**config.mk**
```make
export PLATFORM = sky130hd
export DESIGN_NAME = bezier_curve_point_evaluator_core
export DESIGN_NICKNAME = d
export VERILOG_FILES = /design/src/rtl/bcpe_pkg.sv /design/src/rtl/bcpe_ram.sv /design/src/rtl/bcpe_queue.sv /design/src/rtl/bcpe_front.sv /design/src/rtl/bcpe_back.sv /design/src/rtl/bezier_curve_point_evaluator_core.sv
export VERILOG_INCLUDE_DIRS = /design/src /design/src/rtl
export SDC_FILE = /design/constraint.sdc
export NUM_CORES = 2
export LEC_CHECK = 0
export ABC_AREA = 1
export BUFFER_PORTS_ARGS = -buffer_cell sky130_fd_sc_hd__buf_2
export CORE_MARGIN = 4
export CORE_UTILIZATION = 50
export DETAILED_ROUTE_END_ITERATION = 10
export GPL_TIMING_DRIVEN = 0
export PLACE_DENSITY_LB_ADDON = 0.25
export RECOVER_POWER = 25
export SYNTH_ARGS = -nofsm -noshare
export SYNTH_HDL_FRONTEND = slang
export SYNTH_SLANG_ARGS = --single-unit
```
**constraint.sdc**
```tcl
create_clock -name clk_i -period 11.01 [get_ports clk_i]
set_input_delay 2.202 -clock clk_i [delete_from_list [all_inputs] [get_ports clk_i]]
set_output_delay 2.202 -clock clk_i [all_outputs]
set_load 0.03 [all_outputs]
```
**src/rtl/bezier_curve_point_evaluator_core_defines.svh**
```systemverilog
// Assertion macros for the Bezier curve point evaluator core.
`ifndef BEZIER_CURVE_POINT_EVALUATOR_CORE_DEFINES_SVH
`define BEZIER_CURVE_POINT_EVALUATOR_CORE_DEFINES_SVH

// Property checked on clk_i, off while rst_ni is low.
`define BCPE_ASSERT(lbl, prop, msg) \
  lbl: assert property (@(posedge clk_i) disable iff (!rst_ni) prop) else $error(msg);

// Expression that must never be true.
`define BCPE_ASSERT_NEVER(lbl, expr, msg) \
  `BCPE_ASSERT(lbl, !(expr), msg)

`endif

```
**src/rtl/bcpe_pkg.sv**
```systemverilog
// Shared types and constants of the Bezier curve point evaluator.
package bcpe_pkg;

  localparam int IDX_W     = 4;
  localparam int IN_W      = 16;
  localparam int FRAC_BITS = 8;
  localparam int COORD_W   = IN_W + FRAC_BITS;
  localparam int CNT_W     = 5;

  localparam int QUEUE_DEPTH = 2;

  localparam logic FUNC_LOAD = 1'b0;
  localparam logic FUNC_EVAL = 1'b1;

  localparam logic REG_POINT_COUNT = 1'b0;
  localparam logic [CNT_W-1:0] POINT_COUNT_RESET = 5'd2;

  typedef struct packed {
    logic             is_eval;
    logic [IDX_W-1:0] idx;
    logic [IN_W-1:0]  x;
    logic [IN_W-1:0]  y;
  } cmd_t;

  typedef struct packed {
    logic empty;
    logic full;
  } q_stat_t;

endpackage

```
**src/rtl/bcpe_ram.sv**
```systemverilog
// Generic single write port, single read port RAM with registered read.
module bcpe_ram #(
  parameter int WIDTH = 32,
  parameter int DEPTH = 16
) (
  input  logic                     clk_i,
  input  logic                     we_i,
  input  logic [$clog2(DEPTH)-1:0] waddr_i,
  input  logic [WIDTH-1:0]         wdata_i,
  input  logic                     re_i,
  input  logic [$clog2(DEPTH)-1:0] raddr_i,
  output logic [WIDTH-1:0]         rdata_o
);

  logic [WIDTH-1:0] mem_q [DEPTH];
  logic [WIDTH-1:0] rdata_q;

  always_ff @(posedge clk_i) begin
    if (we_i) begin
      mem_q[waddr_i] <= wdata_i;
    end
    if (re_i) begin
      rdata_q <= mem_q[raddr_i];
    end
  end

  assign rdata_o = rdata_q;

endmodule

```
**src/rtl/bcpe_queue.sv**
```systemverilog
// Short command queue between the front and back parts.
module bcpe_queue #(
  parameter int WIDTH = 54
) (
  input  logic               clk_i,
  input  logic               rst_ni,
  input  logic               push_i,
  input  logic [WIDTH-1:0]   wdata_i,
  input  logic               pop_i,
  output logic [WIDTH-1:0]   rdata_o,
  output bcpe_pkg::q_stat_t  stat_o
);

  localparam int DEPTH = bcpe_pkg::QUEUE_DEPTH;
  localparam int PTR_W = $clog2(DEPTH);
  localparam int CNT_W = $clog2(DEPTH + 1);

  logic [WIDTH-1:0] mem_q [DEPTH];
  logic [PTR_W-1:0] wr_ptr_q, wr_ptr_d;
  logic [PTR_W-1:0] rd_ptr_q, rd_ptr_d;
  logic [CNT_W-1:0] cnt_q, cnt_d;
  logic             do_push, do_pop;

  assign stat_o.empty = (cnt_q == '0);
  assign stat_o.full  = (cnt_q == CNT_W'(DEPTH));
  assign do_push = push_i && !stat_o.full;
  assign do_pop  = pop_i && !stat_o.empty;
  assign rdata_o = mem_q[rd_ptr_q];

  always_comb begin
    wr_ptr_d = wr_ptr_q;
    rd_ptr_d = rd_ptr_q;
    cnt_d    = cnt_q;
    if (do_push) begin
      wr_ptr_d = (wr_ptr_q == PTR_W'(DEPTH - 1)) ? '0 : wr_ptr_q + PTR_W'(1);
    end
    if (do_pop) begin
      rd_ptr_d = (rd_ptr_q == PTR_W'(DEPTH - 1)) ? '0 : rd_ptr_q + PTR_W'(1);
    end
    if (do_push && !do_pop) begin
      cnt_d = cnt_q + CNT_W'(1);
    end else if (do_pop && !do_push) begin
      cnt_d = cnt_q - CNT_W'(1);
    end
  end

  always_ff @(posedge clk_i or negedge rst_ni) begin
    if (!rst_ni) begin
      wr_ptr_q <= '0;
      rd_ptr_q <= '0;
      cnt_q    <= '0;
    end else begin
      wr_ptr_q <= wr_ptr_d;
      rd_ptr_q <= rd_ptr_d;
      cnt_q    <= cnt_d;
    end
  end

  always_ff @(posedge clk_i) begin
    if (do_push) begin
      mem_q[wr_ptr_q] <= wdata_i;
    end
  end

endmodule

```
**src/rtl/bcpe_front.sv**
```systemverilog
// Front part: accepts items, drops out-of-range loads, saturates t.
module bcpe_front #(
  parameter int MAX_POINTS = 16,
  parameter int PARAM_BITS = 16
) (
  input  logic                          clk_i,
  input  logic                          rst_ni,
  input  logic                          push_i,
  output logic                          full_o,
  input  logic                          func_i,
  input  logic [bcpe_pkg::IDX_W-1:0]    point_index_i,
  input  logic signed [bcpe_pkg::IN_W-1:0] point_x_i,
  input  logic signed [bcpe_pkg::IN_W-1:0] point_y_i,
  input  logic [PARAM_BITS:0]           curve_param_i,
  input  bcpe_pkg::q_stat_t             q_stat_i,
  output logic                          q_push_o,
  output bcpe_pkg::cmd_t                q_cmd_o,
  output logic [PARAM_BITS:0]           q_t_o
);

  localparam int TW = PARAM_BITS + 1;

  logic              vld_q, vld_d;
  bcpe_pkg::cmd_t    cmd_q, cmd_d;
  logic [TW-1:0]     t_q, t_d;
  logic              accept, keep, is_eval;
  logic [TW-1:0]     t_sat;

  assign full_o   = vld_q && q_stat_i.full;
  assign accept   = push_i && !full_o;
  assign is_eval  = (func_i == bcpe_pkg::FUNC_EVAL);
  assign keep     = is_eval || (32'(point_index_i) < MAX_POINTS);
  assign t_sat    = curve_param_i[PARAM_BITS] ? {1'b1, {PARAM_BITS{1'b0}}} : curve_param_i;
  assign q_push_o = vld_q;
  assign q_cmd_o  = cmd_q;
  assign q_t_o    = t_q;

  always_comb begin
    vld_d = vld_q;
    cmd_d = cmd_q;
    t_d   = t_q;
    if (vld_q && !q_stat_i.full) begin
      vld_d = 1'b0;
    end
    if (accept) begin
      vld_d         = keep;
      cmd_d.is_eval = is_eval;
      cmd_d.idx     = point_index_i;
      cmd_d.x       = point_x_i;
      cmd_d.y       = point_y_i;
      t_d           = t_sat;
    end
  end

  always_ff @(posedge clk_i or negedge rst_ni) begin
    if (!rst_ni) begin
      vld_q <= 1'b0;
    end else begin
      vld_q <= vld_d;
    end
  end

  always_ff @(posedge clk_i) begin
    cmd_q <= cmd_d;
    t_q   <= t_d;
  end

endmodule

```
**src/rtl/bcpe_back.sv**
```systemverilog
// Back part: control point store, de Casteljau sequencer, lerp datapath, result register.
module bcpe_back #(
  parameter int MAX_POINTS = 16,
  parameter int PARAM_BITS = 16
) (
  input  logic                             clk_i,
  input  logic                             rst_ni,
  input  bcpe_pkg::q_stat_t                q_stat_i,
  input  bcpe_pkg::cmd_t                   q_cmd_i,
  input  logic [PARAM_BITS:0]              q_t_i,
  output logic                             q_pop_o,
  input  logic [bcpe_pkg::CNT_W-1:0]       point_count_i,
  input  logic                             pop_i,
  output logic                             empty_o,
  output logic signed [bcpe_pkg::COORD_W-1:0] curve_x_o,
  output logic signed [bcpe_pkg::COORD_W-1:0] curve_y_o,
  output logic                             hold_o
);

  localparam int AW  = $clog2(MAX_POINTS);
  localparam int CW  = $clog2(MAX_POINTS + 1);
  localparam int TW  = PARAM_BITS + 1;
  localparam int XW  = bcpe_pkg::COORD_W;
  localparam int IW  = bcpe_pkg::IN_W;
  localparam int DW  = XW + 1;
  localparam int PW  = DW + TW + 1;

  typedef enum logic [1:0] {ST_IDLE, ST_RUN, ST_DRAIN, ST_HOLD} state_e;

  state_e              state_q, state_d;
  logic [TW-1:0]       t_q, t_d;
  logic [CW-1:0]       npts_q, npts_d;
  logic [AW-1:0]       idx_q, idx_d;
  logic                src_work_q, src_work_d;
  logic                rd_vld_q, rd_vld_d;
  logic [AW-1:0]       rd_idx_q, rd_idx_d;
  logic [XW-1:0]       prev_x_q, prev_x_d, prev_y_q, prev_y_d;
  logic                d_vld_q, d_vld_d;
  logic [AW-1:0]       d_idx_q, d_idx_d;
  logic [XW-1:0]       a_x_q, a_x_d, a_y_q, a_y_d;
  logic signed [DW-1:0] dx_x_q, dx_x_d, dx_y_q, dx_y_d;
  logic                mul_vld_q, mul_vld_d;
  logic [AW-1:0]       mul_idx_q, mul_idx_d;
  logic [XW-1:0]       a2_x_q, a2_x_d, a2_y_q, a2_y_d;
  logic signed [PW-1:0] px_x_q, px_x_d, px_y_q, px_y_d;
  logic [XW-1:0]       res_x_q, res_x_d, res_y_q, res_y_d;
  logic                out_vld_q, out_vld_d;
  logic [XW-1:0]       out_x_q, out_x_d, out_y_q, out_y_d;

  logic [CW-1:0]       n_in;
  logic                rd_en, ctrl_we;
  logic [2*IW-1:0]     ctrl_rdata;
  logic [2*XW-1:0]     work_rdata, work_wdata;
  logic [XW-1:0]       rv_x, rv_y;
  logic signed [TW:0]  t_sig;
  logic signed [PW-1:0] sh_x, sh_y;
  logic [DW-1:0]       sum_x, sum_y;

  bcpe_ram #(.WIDTH(2 * IW), .DEPTH(MAX_POINTS)) u_ctrl_ram (
    .clk_i   (clk_i),
    .we_i    (ctrl_we),
    .waddr_i (AW'(q_cmd_i.idx)),
    .wdata_i ({q_cmd_i.x, q_cmd_i.y}),
    .re_i    (rd_en),
    .raddr_i (idx_q),
    .rdata_o (ctrl_rdata)
  );

  bcpe_ram #(.WIDTH(2 * XW), .DEPTH(MAX_POINTS)) u_work_ram (
    .clk_i   (clk_i),
    .we_i    (mul_vld_q),
    .waddr_i (mul_idx_q),
    .wdata_i (work_wdata),
    .re_i    (rd_en),
    .raddr_i (idx_q),
    .rdata_o (work_rdata)
  );

  assign rd_en = (state_q == ST_RUN);
  assign rv_x  = src_work_q ? work_rdata[2*XW-1:XW]
                            : {ctrl_rdata[2*IW-1:IW], {bcpe_pkg::FRAC_BITS{1'b0}}};
  assign rv_y  = src_work_q ? work_rdata[XW-1:0]
                            : {ctrl_rdata[IW-1:0], {bcpe_pkg::FRAC_BITS{1'b0}}};
  assign t_sig = {1'b0, t_q};

  // floor((b - a) * t / 2^PARAM_BITS) is an arithmetic shift
  assign sh_x  = px_x_q >>> PARAM_BITS;
  assign sh_y  = px_y_q >>> PARAM_BITS;
  assign sum_x = DW'(sh_x) + {a2_x_q[XW-1], a2_x_q};
  assign sum_y = DW'(sh_y) + {a2_y_q[XW-1], a2_y_q};
  assign work_wdata = {sum_x[XW-1:0], sum_y[XW-1:0]};

  assign empty_o   = !out_vld_q;
  assign curve_x_o = out_x_q;
  assign curve_y_o = out_y_q;
  assign hold_o    = (state_q == ST_HOLD);

  always_comb begin
    if (32'(point_count_i) < 2) begin
      n_in = CW'(1);
    end else if (32'(point_count_i) > MAX_POINTS) begin
      n_in = CW'(MAX_POINTS);
    end else begin
      n_in = CW'(point_count_i);
    end
  end

  always_comb begin
    state_d    = state_q;
    t_d        = t_q;
    npts_d     = npts_q;
    idx_d      = idx_q;
    src_work_d = src_work_q;
    out_vld_d  = out_vld_q;
    out_x_d    = out_x_q;
    out_y_d    = out_y_q;
    res_x_d    = res_x_q;
    res_y_d    = res_y_q;
    q_pop_o    = 1'b0;
    ctrl_we    = 1'b0;

    // lerp pipeline: read -> difference -> multiply -> add and write back
    rd_vld_d  = rd_en;
    rd_idx_d  = idx_q;
    prev_x_d  = rd_vld_q ? rv_x : prev_x_q;
    prev_y_d  = rd_vld_q ? rv_y : prev_y_q;
    d_vld_d   = rd_vld_q && (rd_idx_q != '0);
    d_idx_d   = rd_idx_q - AW'(1);
    a_x_d     = prev_x_q;
    a_y_d     = prev_y_q;
    dx_x_d    = {rv_x[XW-1], rv_x} - {prev_x_q[XW-1], prev_x_q};
    dx_y_d    = {rv_y[XW-1], rv_y} - {prev_y_q[XW-1], prev_y_q};
    mul_vld_d = d_vld_q;
    mul_idx_d = d_idx_q;
    a2_x_d    = a_x_q;
    a2_y_d    = a_y_q;
    px_x_d    = dx_x_q * t_sig;
    px_y_d    = dx_y_q * t_sig;

    if (mul_vld_q && (mul_idx_q == '0)) begin
      res_x_d = sum_x[XW-1:0];
      res_y_d = sum_y[XW-1:0];
    end else if (rd_vld_q && (rd_idx_q == '0)) begin
      res_x_d = rv_x;
      res_y_d = rv_y;
    end

    if (pop_i && out_vld_q) begin
      out_vld_d = 1'b0;
    end

    case (state_q)
      ST_IDLE: begin
        if (!q_stat_i.empty) begin
          q_pop_o = 1'b1;
          if (q_cmd_i.is_eval) begin
            t_d        = q_t_i;
            npts_d     = n_in;
            idx_d      = '0;
            src_work_d = 1'b0;
            state_d    = ST_RUN;
          end else begin
            ctrl_we = 1'b1;
          end
        end
      end
      ST_RUN: begin
        idx_d = idx_q + AW'(1);
        if ((CW'(idx_q) + CW'(1)) == npts_q) begin
          idx_d   = '0;
          state_d = ST_DRAIN;
        end
      end
      ST_DRAIN: begin
        if (!rd_vld_q && !d_vld_q && !mul_vld_q) begin
          if (npts_q <= CW'(2)) begin
            state_d = ST_HOLD;
          end else begin
            npts_d     = npts_q - CW'(1);
            src_work_d = 1'b1;
            idx_d      = '0;
            state_d    = ST_RUN;
          end
        end
      end
      ST_HOLD: begin
        if (!out_vld_q || pop_i) begin
          out_vld_d = 1'b1;
          out_x_d   = res_x_q;
          out_y_d   = res_y_q;
          state_d   = ST_IDLE;
        end
      end
      default: begin
        state_d = ST_IDLE;
      end
    endcase
  end

  always_ff @(posedge clk_i or negedge rst_ni) begin
    if (!rst_ni) begin
      state_q    <= ST_IDLE;
      t_q        <= '0;
      npts_q     <= '0;
      idx_q      <= '0;
      src_work_q <= 1'b0;
      rd_vld_q   <= 1'b0;
      rd_idx_q   <= '0;
      prev_x_q   <= '0;
      prev_y_q   <= '0;
      d_vld_q    <= 1'b0;
      d_idx_q    <= '0;
      a_x_q      <= '0;
      a_y_q      <= '0;
      dx_x_q     <= '0;
      dx_y_q     <= '0;
      mul_vld_q  <= 1'b0;
      mul_idx_q  <= '0;
      a2_x_q     <= '0;
      a2_y_q     <= '0;
      px_x_q     <= '0;
      px_y_q     <= '0;
      res_x_q    <= '0;
      res_y_q    <= '0;
      out_vld_q  <= 1'b0;
      out_x_q    <= '0;
      out_y_q    <= '0;
    end else begin
      state_q    <= state_d;
      t_q        <= t_d;
      npts_q     <= npts_d;
      idx_q      <= idx_d;
      src_work_q <= src_work_d;
      rd_vld_q   <= rd_vld_d;
      rd_idx_q   <= rd_idx_d;
      prev_x_q   <= prev_x_d;
      prev_y_q   <= prev_y_d;
      d_vld_q    <= d_vld_d;
      d_idx_q    <= d_idx_d;
      a_x_q      <= a_x_d;
      a_y_q      <= a_y_d;
      dx_x_q     <= dx_x_d;
      dx_y_q     <= dx_y_d;
      mul_vld_q  <= mul_vld_d;
      mul_idx_q  <= mul_idx_d;
      a2_x_q     <= a2_x_d;
      a2_y_q     <= a2_y_d;
      px_x_q     <= px_x_d;
      px_y_q     <= px_y_d;
      res_x_q    <= res_x_d;
      res_y_q    <= res_y_d;
      out_vld_q  <= out_vld_d;
      out_x_q    <= out_x_d;
      out_y_q    <= out_y_d;
    end
  end

endmodule

```
**src/rtl/bezier_curve_point_evaluator_core.sv**
```systemverilog
// Top level of the Bezier curve point evaluator: config register, front, queue, back.
//
// Items enter on push/full. func_i low loads point_x_i/point_y_i into slot
// point_index_i (slots at or above MAX_POINTS are dropped); func_i high
// evaluates the curve at t = curve_param_i / 2^PARAM_BITS (saturated at 1)
// over control points 0 .. point_count-1 (point_count clamped to 1 .. MAX_POINTS),
// giving one item on empty/pop with curve_x_o/curve_y_o in 8 fraction bits.
// Loads give no result. point_count is written through the APB port at address 0.
// An item is registered in the front and passes through a two-entry queue.
// A load is written into the control point store from the idle state. An
// evaluation of n points runs n-1 passes, each reading the working points
// once through one RAM read port and two pipelined multipliers (x and y);
// one evaluation runs at a time.
// The result waits in an output register; while it is not popped the back
// holds its next result and the front and queue keep taking items until full.
// Reset empties the queue and the output, sets point_count to 2, and leaves
// the control point store undefined until written.
`include "bezier_curve_point_evaluator_core_defines.svh"

module bezier_curve_point_evaluator_core #(
  parameter int MAX_POINTS = 16,
  parameter int PARAM_BITS = 16
) (
  input  logic                                clk_i,
  input  logic                                rst_ni,
  input  logic                                push,
  output logic                                full,
  input  logic                                func_i,
  input  logic [bcpe_pkg::IDX_W-1:0]          point_index_i,
  input  logic signed [bcpe_pkg::IN_W-1:0]    point_x_i,
  input  logic signed [bcpe_pkg::IN_W-1:0]    point_y_i,
  input  logic [PARAM_BITS:0]                 curve_param_i,
  output logic                                empty,
  input  logic                                pop,
  output logic signed [bcpe_pkg::COORD_W-1:0] curve_x_o,
  output logic signed [bcpe_pkg::COORD_W-1:0] curve_y_o,
  input  logic                                psel,
  input  logic                                penable,
  input  logic                                pwrite,
  input  logic [2:0]                          paddr,
  input  logic [31:0]                         pwdata,
  output logic [31:0]                         prdata,
  output logic                                pready
);

  localparam int TW   = PARAM_BITS + 1;
  localparam int CMDW = $bits(bcpe_pkg::cmd_t);

  logic [bcpe_pkg::CNT_W-1:0] count_q, count_d;
  logic                       reg_sel, cfg_we;

  bcpe_pkg::q_stat_t q_stat;
  logic              q_push, q_pop;
  bcpe_pkg::cmd_t    f_cmd, b_cmd;
  logic [TW-1:0]     f_t;
  logic [CMDW+TW-1:0] q_rdata;
  logic              back_hold;

  assign pready  = 1'b1;
  assign reg_sel = (paddr[2] == bcpe_pkg::REG_POINT_COUNT);
  assign cfg_we  = psel && penable && pwrite && reg_sel;
  assign count_d = cfg_we ? pwdata[bcpe_pkg::CNT_W-1:0] : count_q;
  assign prdata  = reg_sel ? 32'(count_q) : '0;

  always_ff @(posedge clk_i or negedge rst_ni) begin
    if (!rst_ni) begin
      count_q <= bcpe_pkg::POINT_COUNT_RESET;
    end else begin
      count_q <= count_d;
    end
  end

  bcpe_front #(.MAX_POINTS(MAX_POINTS), .PARAM_BITS(PARAM_BITS)) u_front (
    .clk_i         (clk_i),
    .rst_ni        (rst_ni),
    .push_i        (push),
    .full_o        (full),
    .func_i        (func_i),
    .point_index_i (point_index_i),
    .point_x_i     (point_x_i),
    .point_y_i     (point_y_i),
    .curve_param_i (curve_param_i),
    .q_stat_i      (q_stat),
    .q_push_o      (q_push),
    .q_cmd_o       (f_cmd),
    .q_t_o         (f_t)
  );

  bcpe_queue #(.WIDTH(CMDW + TW)) u_queue (
    .clk_i   (clk_i),
    .rst_ni  (rst_ni),
    .push_i  (q_push),
    .wdata_i ({f_cmd, f_t}),
    .pop_i   (q_pop),
    .rdata_o (q_rdata),
    .stat_o  (q_stat)
  );

  assign b_cmd = q_rdata[TW +: CMDW];

  bcpe_back #(.MAX_POINTS(MAX_POINTS), .PARAM_BITS(PARAM_BITS)) u_back (
    .clk_i         (clk_i),
    .rst_ni        (rst_ni),
    .q_stat_i      (q_stat),
    .q_cmd_i       (b_cmd),
    .q_t_i         (q_rdata[TW-1:0]),
    .q_pop_o       (q_pop),
    .point_count_i (count_q),
    .pop_i         (pop),
    .empty_o       (empty),
    .curve_x_o     (curve_x_o),
    .curve_y_o     (curve_y_o),
    .hold_o        (back_hold)
  );

  `BCPE_ASSERT_NEVER(a_queue_state, q_stat.empty && q_stat.full, "queue empty and full")
  `BCPE_ASSERT(a_full_from_queue, full |-> q_stat.full, "full raised with queue not full")
  `BCPE_ASSERT(a_result_from_hold, $fell(empty) |-> $past(back_hold), "result not from hold")

endmodule

```
==> qor.yml <==
cts_tree: "done"
ios: 179
cts_hold_buf: 0
vias: 78700
syn-cell-area_mm2: 0.108
port_buffers: 121
place.detailed.hpwl_um: 275000
critPathLaunch: "u_back.t_q[3]$_DFFE_PN0P_"
period_minus_slack_ps: 7740
synthTopCellsByCount: "nand2_1, inv_1, edfxtp_1"
criticalPathCategory: "reg2reg"
yosysTopAreaCellShare: 0.424
cts_sinks: 1915
numCtsBuffers: 177
drv_slew: 198
slowest_stage: "fa_1"
start_util: 0.502
cts.htree.levels: 4
arrival_ps: 8440
synth-edff-count: 1522
violations: "capacitance limit, slew limit"
drt_first_iter_violations: 8967
path_cells: "clkbuf_1 > clkbuf_1 > nand2_1 > fa_1 > fa_1 > inv_1 > fa_1 > fa_1 > inv_1 > fa_1 > inv_1 > fa_1 > ha_1 > inv_1 > nor3_1 > nand2_1 > nor2_1 > nand3_1 > nand3_1 > inv_1 > nand2_1 > nand2_1"
crit_top_cell: "fa_1"
end_kind: "flop"
outcome: "complete, but fails checks"
dpl_cell_area_mm2: 0.114
cp_max_fo: 10
multi_input_area_mm2: 0.0434
synthCells: 10400
first_pass_iters: 7
holdCritStartpoint: "u_back.a2_y_d[12]$_DFF_PN0_"
yosysUniqueCellTypes: 60
yosys_warnings: 0
final_cells: 13800
min_path_type: "reg2reg"
clock_path_buffers: 3
gp_congestion: 0.981
netlist_top_cells_area: "edfxtp_1, fa_1, dfrtp_1"
crit_family: "adder cells"
avgViaCountPerCell: 5.69
core_area_mm2: 0.215
drc: 0
finalSetupViolCount: 0
maxCapViolations: 10
rsz0062_at_grt: "no"
grt.total_usage: 0.322
dp.cells: 13500
yosys.cell_count.top_type: "nand2_1"
grt_max_degree: 120
postSynthAreaPerCell_um2: 10.3
syn_to_final_growth_pct: 10.8
final_nets: 12000
clk_pin_slew_ps: 70
synthArstFlopShare: 0.205
drive_above_1_share: 0.0683
grt_pass1_vias: 79900
antenna_found_initial: 16
clk_latency_ps: 830
post_cts_buffers: 0
rows: 170
r2r-start: "u_back.t_q[3]$_DFFE_PN0P_"
ys_seq_area_frac: 0.515
ys_ff_latch: 1915
yosysTopAreaCell: "edfxtp_1"
cp_num_buf_inv: 7
cp-start-kind: "flop"
relSlewSlack: -0.845
clockRootBuffer: "clkbuf_16"
wl_per_cell_um: 26.0
fillers: 18400
yosys_most_used_dff: "edfxtp_1"
die_area_mm2: 0.223
clock.fmax_ghz: 0.129
register_area_mm2: 0.0555
setup_tns_ps: 0
timing.final.crit_share: 0.703
tightest_slew_ps: 2770
crit_required_ps: 11720
max_stage_delay_ps: 760
overflow: 0
wirelength_um: 360000
die_h_um: 472
post-route-cell-area_mm2: 0.119
clock_skew_ps: 51.1
antenna_left: 0
die-width_um: 472
hold_violations: 0
grt_pass1_wl_um: 523000
ctsResizeCount: 0
-- per-layer routing --
metal,up-vias,routed length (um),global-route usage
met4,4,29800,0.222
li1,34400,-,-
met2,4210,171000,0.531
met1,39000,127000,0.386
met5,-,23,0
met3,1052,31700,0.0553
-- cell usage in the layout, fill, tap and decap left out, drive strengths merged, types with 26 or more instances in the layout --
cell type  netlist  final
dfrtp          392    392
clkbuf         337    597
conb             2     28
o221ai          49     49
nand2         2330   2330
nand3          329    329
fa             792    792
a221oi          97     97
o22ai          128    128
a21oi          383    383
inv           1805   1813
or2             43     43
xor2            74     74
buf            190    369
clkinv           3     69
nor2           663    663
edfxtp        1522   1522
xnor2           26     26
o21ai          698    698
nand4           80     80
nor3            34     34
ha             287    287
-- final cells by class --
| cell class | count | share of cell area |
|---|---|---|
| flip-flops and latches | 1915 | 0.465 |
| repair buffers | 195 | 0.0160 |
| multi-input cells | 6208 | 0.363 |
| clock inverters | 89 | 0.00760 |
| clock buffers | 244 | 0.0407 |
| inverters | 1808 | 0.0568 |
| plain buffers | 527 | 0.0207 |
| diodes | 11 | 0.000230 |
| well taps | 2838 | 0.0297 |
-- worst reg2reg max path, delay by kind of cell, from the launching register on --
kind	cells	cell delay (ps)
fa+ha+maj	7	3970
simple gates	8	1470
buf+inv	7	1860
flops	1	320
-- cells by family after synthesis --
kind of cell / count (synthesis) / share of synthesized area
AOI/OAI and AO/OA: 1460 / 0.0776
xor gates and xnor gates: 100 / 0.00812
adders and majority gates: 1079 / 0.180
buffers and inverters: 2335 / 0.0859
DFF: 1915 / 0.515
muxes: 9 / 0.000940
other: 2 / 0.0000697
and+or+nand+nor: 3532 / 0.132
-- path summary, 6_finish.rpt --
| kind | end | slack [ps] | depth (start not counted) |
|---|---|---|---|
| setup / recovery | u_back.px_y_q[39]$_DFF_PN0_ | 3270 | 22 |
| hold / removal | u_back.a2_y_q[12]$_DFF_PN0_ | 340 | 0 |
| setup reg to reg | u_back.px_y_q[39]$_DFF_PN0_ | 3270 | 22 |
| hold reg to reg | u_back.a2_y_q[12]$_DFF_PN0_ | 340 | 0 |
| max in group asynchronous | u_back.a2_x_q[20]$_DFF_PN0_ | 6570 | 3 |
| min in group asynchronous | u_back.curve_y_o[20]$_DFFE_PN0P_ | 2240 | 1 |
-- registers in the layout (all words and copies together) (netlist names), 25 cells and up --
register,cells
u_back.u_work_ram.mem_q,768
u_back.dx_x_q,25
u_back.dx_y_q,25
u_back.u_ctrl_ram.rdata_o,32
u_queue.mem_q,108
u_back.u_ctrl_ram.mem_q,512
u_front.q_cmd_o,37
u_back.u_work_ram.rdata_o,48
-- stage by stage --
step | utilization | setup slack (ps) | hold slack [ps]
floorplan | - | 5390 | 331
global placement | 0.522 | -4.53 | 332
detailed placement | 0.531 | 3330 | 335
CTS | 0.558 | 3300 | 343
global route | 0.557 | 2860 | 351
finish | 0.557 | 3270 | 342
Power is not shown: default switching activity piles up to over one toggle a cycle in this logic, so the estimate is an artifact.
